### config.mk
export PLATFORM = sky130hd
export DESIGN_NAME = bct_temp
export DESIGN_NICKNAME = d
export VERILOG_FILES = /design/src/hw/rtl/bct_pkg.sv /design/src/hw/rtl/bct_temp.sv
export SDC_FILE = /design/constraint.sdc
export NUM_CORES = 2
export LEC_CHECK = 0
export ABC_CLOCK_PERIOD_IN_PS = 13250
export CAP_MARGIN = 20
export CORE_ASPECT_RATIO = 0.5
export CORE_MARGIN = 5
export CORE_UTILIZATION = 30
export DETAILED_ROUTE_END_ITERATION = 7
export DONT_BUFFER_PORTS = 1
export PLACE_DENSITY_LB_ADDON = 0.08
export SKIP_CTS_REPAIR_TIMING = 1
export SLEW_MARGIN = 20
export SYNTH_ARGS = -nofsm -noshare
export SYNTH_HDL_FRONTEND = slang
export SYNTH_SLANG_ARGS = --single-unit
### constraint.sdc
create_clock -name aclk -period 13.25 [get_ports aclk]
set_input_delay 1.325 -clock aclk [delete_from_list [all_inputs] [get_ports aclk]]
set_output_delay 1.325 -clock aclk [all_outputs]
set_load 0.02 [all_outputs]
### src/hw/rtl/bct_pkg.sv
// Shared types and constants of the barometric compensation core.
// Used by every module under hw/rtl; depends on nothing else.
`timescale 1ns / 1ps

package bct_pkg;

    // Configuration register indexes.
    localparam logic [1:0] REG_CALIB_TEMP = 2'd0;
    localparam logic [1:0] REG_PRESS_LOW  = 2'd1;
    localparam logic [1:0] REG_PRESS_HIGH = 2'd2;
    localparam logic [1:0] REG_PRESS_LAST = 2'd3;

    // Fine temperature saturation bounds and pressure offset.
    localparam logic signed [21:0] FINE_MAX    = 22'sd1048575;
    localparam logic signed [21:0] FINE_MIN    = -22'sd1048576;
    localparam logic signed [21:0] FINE_OFFSET = 22'sd128000;

    // One quotient bit is resolved per divider stage.
    localparam int DIV_BITS = 64;

    // Decoded calibration words.
    typedef struct packed {
        logic [15:0]        t1;
        logic signed [15:0] t2;
        logic signed [15:0] t3;
        logic [15:0]        p1;
        logic signed [15:0] p2;
        logic signed [15:0] p3;
        logic signed [15:0] p4;
        logic signed [15:0] p5;
        logic signed [15:0] p6;
        logic signed [15:0] p7;
        logic signed [15:0] p8;
        logic signed [15:0] p9;
    } calib_t;

    // Fields that ride alongside the pressure datapath.
    typedef struct packed {
        logic signed [20:0] fine;
        logic signed [19:0] centi;
        logic               bad;
    } side_t;

endpackage

### src/hw/rtl/bct_temp.sv
// Temperature compensation pipeline: four register stages, 32-bit wrapping math.
// Depends on bct_pkg.
`timescale 1ns / 1ps

module bct_temp (
    input  logic                aclk,
    input  logic                aresetn,
    input  logic                en,
    input  logic                in_valid,
    input  logic [19:0]         raw_temp,
    input  logic [19:0]         raw_press,
    input  bct_pkg::calib_t     calib,
    output logic                out_valid,
    output logic signed [20:0]  fine,
    output logic signed [19:0]  centi,
    output logic [19:0]         press
);

    logic [3:0] valid_reg;

    logic signed [17:0] diff_a;
    logic signed [16:0] diff_d;
    logic signed [33:0] a_prod_next, a_prod_reg;
    logic signed [33:0] dsq_next, dsq_reg;
    logic [19:0]        rp_a_reg, rp_b_reg, rp_c_reg, rp_d_reg;

    logic signed [31:0] a_wrap, a_shift, d_wrap, d_shift;
    logic signed [19:0] b1;
    logic signed [20:0] a_sh_next, a_sh_reg;
    logic signed [35:0] b_prod_next, b_prod_reg;

    logic signed [31:0] b_wrap, b_shift;
    logic signed [21:0] sum;
    logic signed [20:0] fine_next, fine_c_reg, fine_d_reg;

    logic signed [23:0] f24, x24, c24;
    logic signed [19:0] centi_next, centi_reg;

    always_comb begin
        diff_a      = $signed({1'b0, raw_temp[19:3]}) - $signed({1'b0, calib.t1, 1'b0});
        diff_d      = $signed({1'b0, raw_temp[19:4]}) - $signed({1'b0, calib.t1});
        a_prod_next = diff_a * $signed(calib.t2);
        dsq_next    = diff_d * diff_d;
    end

    always_comb begin
        a_wrap      = $signed(a_prod_reg[31:0]);
        a_shift     = a_wrap >>> 11;
        a_sh_next   = a_shift[20:0];
        d_wrap      = $signed(dsq_reg[31:0]);
        d_shift     = d_wrap >>> 12;
        b1          = d_shift[19:0];
        b_prod_next = b1 * $signed(calib.t3);
    end

    always_comb begin
        b_wrap  = $signed(b_prod_reg[31:0]);
        b_shift = b_wrap >>> 14;
        sum     = $signed({a_sh_reg[20], a_sh_reg}) + $signed(b_shift[21:0]);
        priority if (sum > bct_pkg::FINE_MAX) begin
            fine_next = bct_pkg::FINE_MAX[20:0];
        end else if (sum < bct_pkg::FINE_MIN) begin
            fine_next = bct_pkg::FINE_MIN[20:0];
        end else begin
            fine_next = sum[20:0];
        end
    end

    // Times five is a shift and an add; the constant rounds before the shift.
    always_comb begin
        f24        = {{3{fine_c_reg[20]}}, fine_c_reg};
        x24        = (f24 <<< 2) + f24 + 24'sd128;
        c24        = x24 >>> 8;
        centi_next = c24[19:0];
    end

    always_ff @(posedge aclk) begin
        if (!aresetn) begin
            valid_reg <= '0;
        end else if (en) begin
            valid_reg <= {valid_reg[2:0], in_valid};
        end
    end

    always_ff @(posedge aclk) begin
        if (en) begin
            a_prod_reg <= a_prod_next;
            dsq_reg    <= dsq_next;
            rp_a_reg   <= raw_press;
            a_sh_reg   <= a_sh_next;
            b_prod_reg <= b_prod_next;
            rp_b_reg   <= rp_a_reg;
            fine_c_reg <= fine_next;
            rp_c_reg   <= rp_b_reg;
            fine_d_reg <= fine_c_reg;
            centi_reg  <= centi_next;
            rp_d_reg   <= rp_c_reg;
        end
    end

    assign out_valid = valid_reg[3];
    assign fine      = fine_d_reg;
    assign centi     = centi_reg;
    assign press     = rp_d_reg;

endmodule

# Word-level counts from Yosys, hierarchy flattened
# Cells that the tools add are included.
[word_totals]
latch_bits = 0
elab_cells = 23
inputBits = 236
mem_bits_ro = 0
n_memories = 0
ff_bits = 259
out_inout_bits = 62
mem_bits_rw = 0
[classes]
n_reduce_logical = 0
add_sub_neg = 5
bitwise_logic = 0
shift = 0
n_lt_le_gt_ge = 2
mul = 3
eq_ne = 0
div = 0
mux = 1
[op_table]
columns = ["operator", "count"]
rows = [
  ["$mul A17 B17 Y32", 1],
  ["$mul A18 B16 Y32", 1],
  ["$mul A20 B16 Y32", 1],
  ["$add A23 B21 Y24", 1],
  ["$add A24 B9 Y24 const B", 1],
  ["$add A21 B18 Y22", 1],
  ["$gt A22 B21 Y1 const B", 1],
  ["$lt A22 B21 Y1 const B", 1],
  ["$mux W21", 1],
  ["$sub A17 B17 Y18", 1],
  ["$sub A16 B16 Y17", 1],
]

# Logic depth before layout (Yosys ltp)
[depth]
ltp_word = 3
mapped_depth = 36
depth_no_buf = 35

# Least setup slack after synthesis
# No wires, ideal clock.
[synth_timing]
path_kind = "input -> register"
startpoint = "input raw_temp[4]"
endpoint = "register a_prod_reg[31] (data pin)"
required_ns = 12.990
setup_slack_ns = 4.561
setup_ns = 0.260
stages = 30
t_arrival_ns = 8.429
n_path_buf = 1
cell_sequence = "inv_1 ha_1 fa_1 nor2b_1 o31a_1 nor2_1 nor2_1 nand2_1 o21ai_0 xor2_1 clkbuf_1 nand2_1 fa_1 inv_1 fa_1 inv_1 fa_1 fa_1 fa_1 inv_1 fa_1 ha_1 a21oi_1 o211ai_1 a41oi_1 o21a_1 a21oi_2 or4_4 a41oi_2 xnor2_1"
[synth_via]
elab_chain_cells = 2
[synth_lines]
columns = ["item", "line_no", "source"]
rows = [
  ["from (decl)", "bct_temp.sv:10", "input logic [19:0] raw_temp,"],
  ["$sub A17 B17 Y18", "bct_temp.sv:40", "diff_a = $signed({1'b0, raw_temp[19:3]}) - $signed({1'b0, calib.t1, 1'b0});"],
  ["$mul A18 B16 Y32", "bct_temp.sv:42", "a_prod_next = diff_a * $signed(calib.t2);"],
  ["named net a_prod_next[31]", "bct_temp.sv:23", "logic signed [33:0] a_prod_next, a_prod_reg;"],
  ["to (signal assigned)", "bct_temp.sv:87", "a_prod_reg <= a_prod_next;"],
  ["to (decl)", "bct_temp.sv:23", ""],
]
# The timed path passes the listed nets, and every way through them passes these cells.
# A chain may end at the register's enable or synchronous reset.

# Worst setup path after layout
[layout_timing]
startpoint = "input calib[179] in the netlist's numbering"
endpoint = "register a_prod_reg[31] (data pin)"
[layout_via]
elab_chain_cells = 2
[layout_lines]
columns = ["item", "line_no", "source"]
rows = [
  ["from (decl)", "bct_temp.sv:12", "input bct_pkg::calib_t calib,"],
  ["$sub A17 B17 Y18", "bct_temp.sv:40", ""],
  ["$mul A18 B16 Y32", "bct_temp.sv:42", ""],
  ["named net a_prod_next[31]", "bct_temp.sv:23", ""],
]
# The timed path passes the listed nets, and every way through them passes these cells.

==> results.txt <==
After layout, the worst path uses 74.78% of the clock period. The synthesized area came out at 0.03864 mm². The path with the worst hold slack has its endpoint at rp_b_reg[9]$_DFFE_PP_. The H-tree depth came out at 1. The floorplan die area came out at around 0.14 mm². The count of endpoints failing hold in the final timing report came out at 0.

The worst hold slack is 0.4143 ns. The wire length of the first global-routing pass is 165100 µm. The fraction of layout instances using a drive strength above 1 is 3.210%. The area growth from synthesis to layout is 7.215%.

The floorplan step set the die width to between 500 and 600 µm. The required time reported for the critical path endpoint is 13.52 ns. For this design, the slowest cell found on the critical path is xnor2_2. The congestion estimate from routability-driven global placement came to slightly below 0.8.

Counting stages on the worst path, the most repeated cell is fa_1. After synthesis, the most frequently instantiated cells are inv_1 (971), fa_1 (815), nand2_1 (462), ha_1 (314), edfxtp_1 (218). Clock-pin slew was measured on the worst setup and hold paths at ~0.080 ns.

The initial utilization of the core area, before any placement, comes to 30.10%. The floorplan has 93 rows. Setup repair after global routing left no endpoint under its margin.

In this design, the largest share of critical-path delay is due to adder cells. In this run, CTS created clock tree buffers numbering 26. The worst clock skew on the final layout came out at 0.02831 ns. The final number of setup-violating endpoints came out at 0. The maximum fanout along the worst path came out at 22. The instance count of the mapped netlist came out at ~3800.

The I/O pin total came out at 298. Dividing the synthesized area by the synthesized cell count gives a little over 10 µm². The root buffer cell is clkbuf_16. Once routing completed, OpenROAD measured the worst setup slack at roughly 3.3 ns. The remaining antenna violation count is 0. The startpoint type of the worst setup path is an input pin.

The number of I/O port buffers came out at 0. The via count of the first global-routing pass came out at 27546. The via count of the routed design is 24513. STA classifies the critical path endpoint as a flip-flop. Entering global routing, the biggest net connects 223 pins. Counting distinct cell types in the post-synthesis netlist gives 76. The worst setup path is of the input pin to flip-flop kind. The total number of yosys warnings is 0. The share of flip-flops with an asynchronous set or reset after synthesis came out at 0%. Clock latency on the worst-skew pair, taken at its later pin, is 0.56 ns. The synthesized design contains 218 enable-type register cells. The flow ran to the end, and the final reports show no timing, DRC or antenna violations.

The final setup TNS came out at 0 ns. In the post-synthesis netlist, the biggest area contributors are fa_1 (42%), edfxtp_1 (17%), ha_1 (10%). The register-to-register setup slack is ~6.5 ns.

The chip height is 263.8 µm. Summing the sequential cell areas from Yosys gives roughly 17% of the chip area. The worst hold path belongs to the class flip-flop to flip-flop. The initial antenna violation count is 3. The largest stage delay on the critical path is between 0.5 and 0.6 ns.

The count of inserted antenna diode cells is 0. Yosys instantiated no cell more often than inv_1. For this run the aggregate overflow at the end of global routing stands at 0. The data arrival time of the critical path came out at ~10 ns.

The hold path depth is 0. The remaining routing DRC violations came out at 0. The transition time of the tightest slew-check pin is 1.039 ns. The smallest clock period supported by the final layout is computed as 9.909 ns.

The highest clock frequency the design can meet is 100.9 MHz. The area fraction of the dominant cell type after synthesis is 42.23%. The max-capacitance violation count is 0.

The total nets after synthesis came out at between 5000 and 6000. The area inside the core boundary came out at roughly 0.13 mm². The largest buffer count on any clock path came out at 3. fa_1 takes more of the synthesized area than any other cell.

The start point of the worst min-delay path is rp_a_reg[9]$_DFFE_PP_. The via density per instance is 4.473. The DRC marker count from the first detailed-route iteration is ~1100. For this design, the sink count on the clock tree is 222. The final-stage net count came out at 5115. For this run, the leading register cell type out of synthesis is edfxtp_1.

The count of state elements after synthesis is 222. The detailed-route wire length is 105400 µm. In this run the worst setup path begins at calib[179]. The estimated wirelength of the detail-placed design is 81080 µm. The number of buffers and inverters on the critical path came out at 7. The global routing usage summed across all routing layers came out at 15.59%. The wire length per cell came out at 19.23 µm. The pre-CTS setup slack is around 2.8 ns. The first detailed-routing pass took 4 iterations. In this run the critical register-to-register path is launched from dsq_reg[21]$_DFFE_PP_.

TritonCTS built the clock tree. The worst reg2reg path depth is 22. The worst-case headroom to the max-slew limit came out at 30.75%.

The worst register-to-register path ends at b_prod_reg[31]$_DFFE_PP_. The number of pins with negative max-slew slack in the final report is 0.
## kinds of logic after synthesis
group	count (synthesis)	synth area share (%)
buffers and inverters	1106	10.85
DFF	222	17.15
and+or+nand+nor	964	11.61
xor gates and xnor gates	142	3.297
adders and majority gates	1129	52.39
AOI/OAI and AO/OA	247	4.508
muxes	7	0.1846
## final cells by class
cell class,count,area (µm²)
Clock buffer,30,665.6
Sequential cell,222,6626
Inverter,979,3675
Tap cell,1710,2140
Multi-Input combinational cell,2489,27840
Fill cell,13291,86920
Clock inverter,18,235.2
Timing Repair Buffer,32,240.2
## layer usage
metal  track usage, %  wire, µm  share of wire, %
met2            25.76     48530                46
met3            2.234      4447               4.2
met1            22.15     50640                48
met4            2.491      1769               1.7
met5                0         0                 0
## through the flow
stage	util, %	cell area, µm²	cells
after floorplan	-	38640	3817
after global placement	31.57	40530	5432
after detailed placement	31.57	40530	5432
after CTS	32.28	41430	5480
after global routing	32.28	41430	5480
final	32.28	41430	5480
## how the worst max path moves through the flow
stage,to,cells past startpoint
6_report,a_prod_reg[31]$_DFFE_PP_,31
5_1_grt,dsq_reg[30]$_DFFE_PP_,30
4_1_cts,dsq_reg[30]$_DFFE_PP_,29
3_5_place_dp,dsq_reg[30]$_DFFE_PP_,29
3_3_place_gp,dsq_reg[30]$_DFFE_PP_,29
2_1_floorplan,a_prod_reg[31]$_DFFE_PP_,30
## cells in the final DEF, fill, tap and decap left out, types with 26 or more instances in the layout
master     Yosys  final
inv_1        971    970
nor2_1       150    150
buf_4          5     32
clkbuf_16      0     26
nand2_1      462    462
edfxtp_1     218    218
o21ai_0       30     30
fa_1         815    815
nand2b_1      33     33
xnor2_1       99     99
xor2_1        39     36
ha_1         314    314
a21oi_1       69     68
nor2b_1       27     27
nor3_1        26     26
a21o_1        37     37
and2_1       205    205
## worst reg2reg max path, stage by stage, from the launching register on
cell and delay [ns]:
edfxtp_1 1.03, nand2_1 0.20, fa_1 0.54, inv_1 0.05, fa_1 0.52, inv_1 0.05
fa_1 0.47, fa_1 0.55, inv_1 0.06, fa_1 0.48, inv_1 0.05, fa_1 0.47
inv_1 0.04, ha_1 0.29, a21o_1 0.17, a21o_1 0.18, a21o_1 0.23, a22o_4 0.31
a21oi_4 0.23, o21ai_2 0.11, a31o_1 0.25, a21oi_2 0.15, xnor2_1 0.07
Power is not shown: default switching activity piles up to over one toggle a cycle in this logic, so the estimate is an artifact.
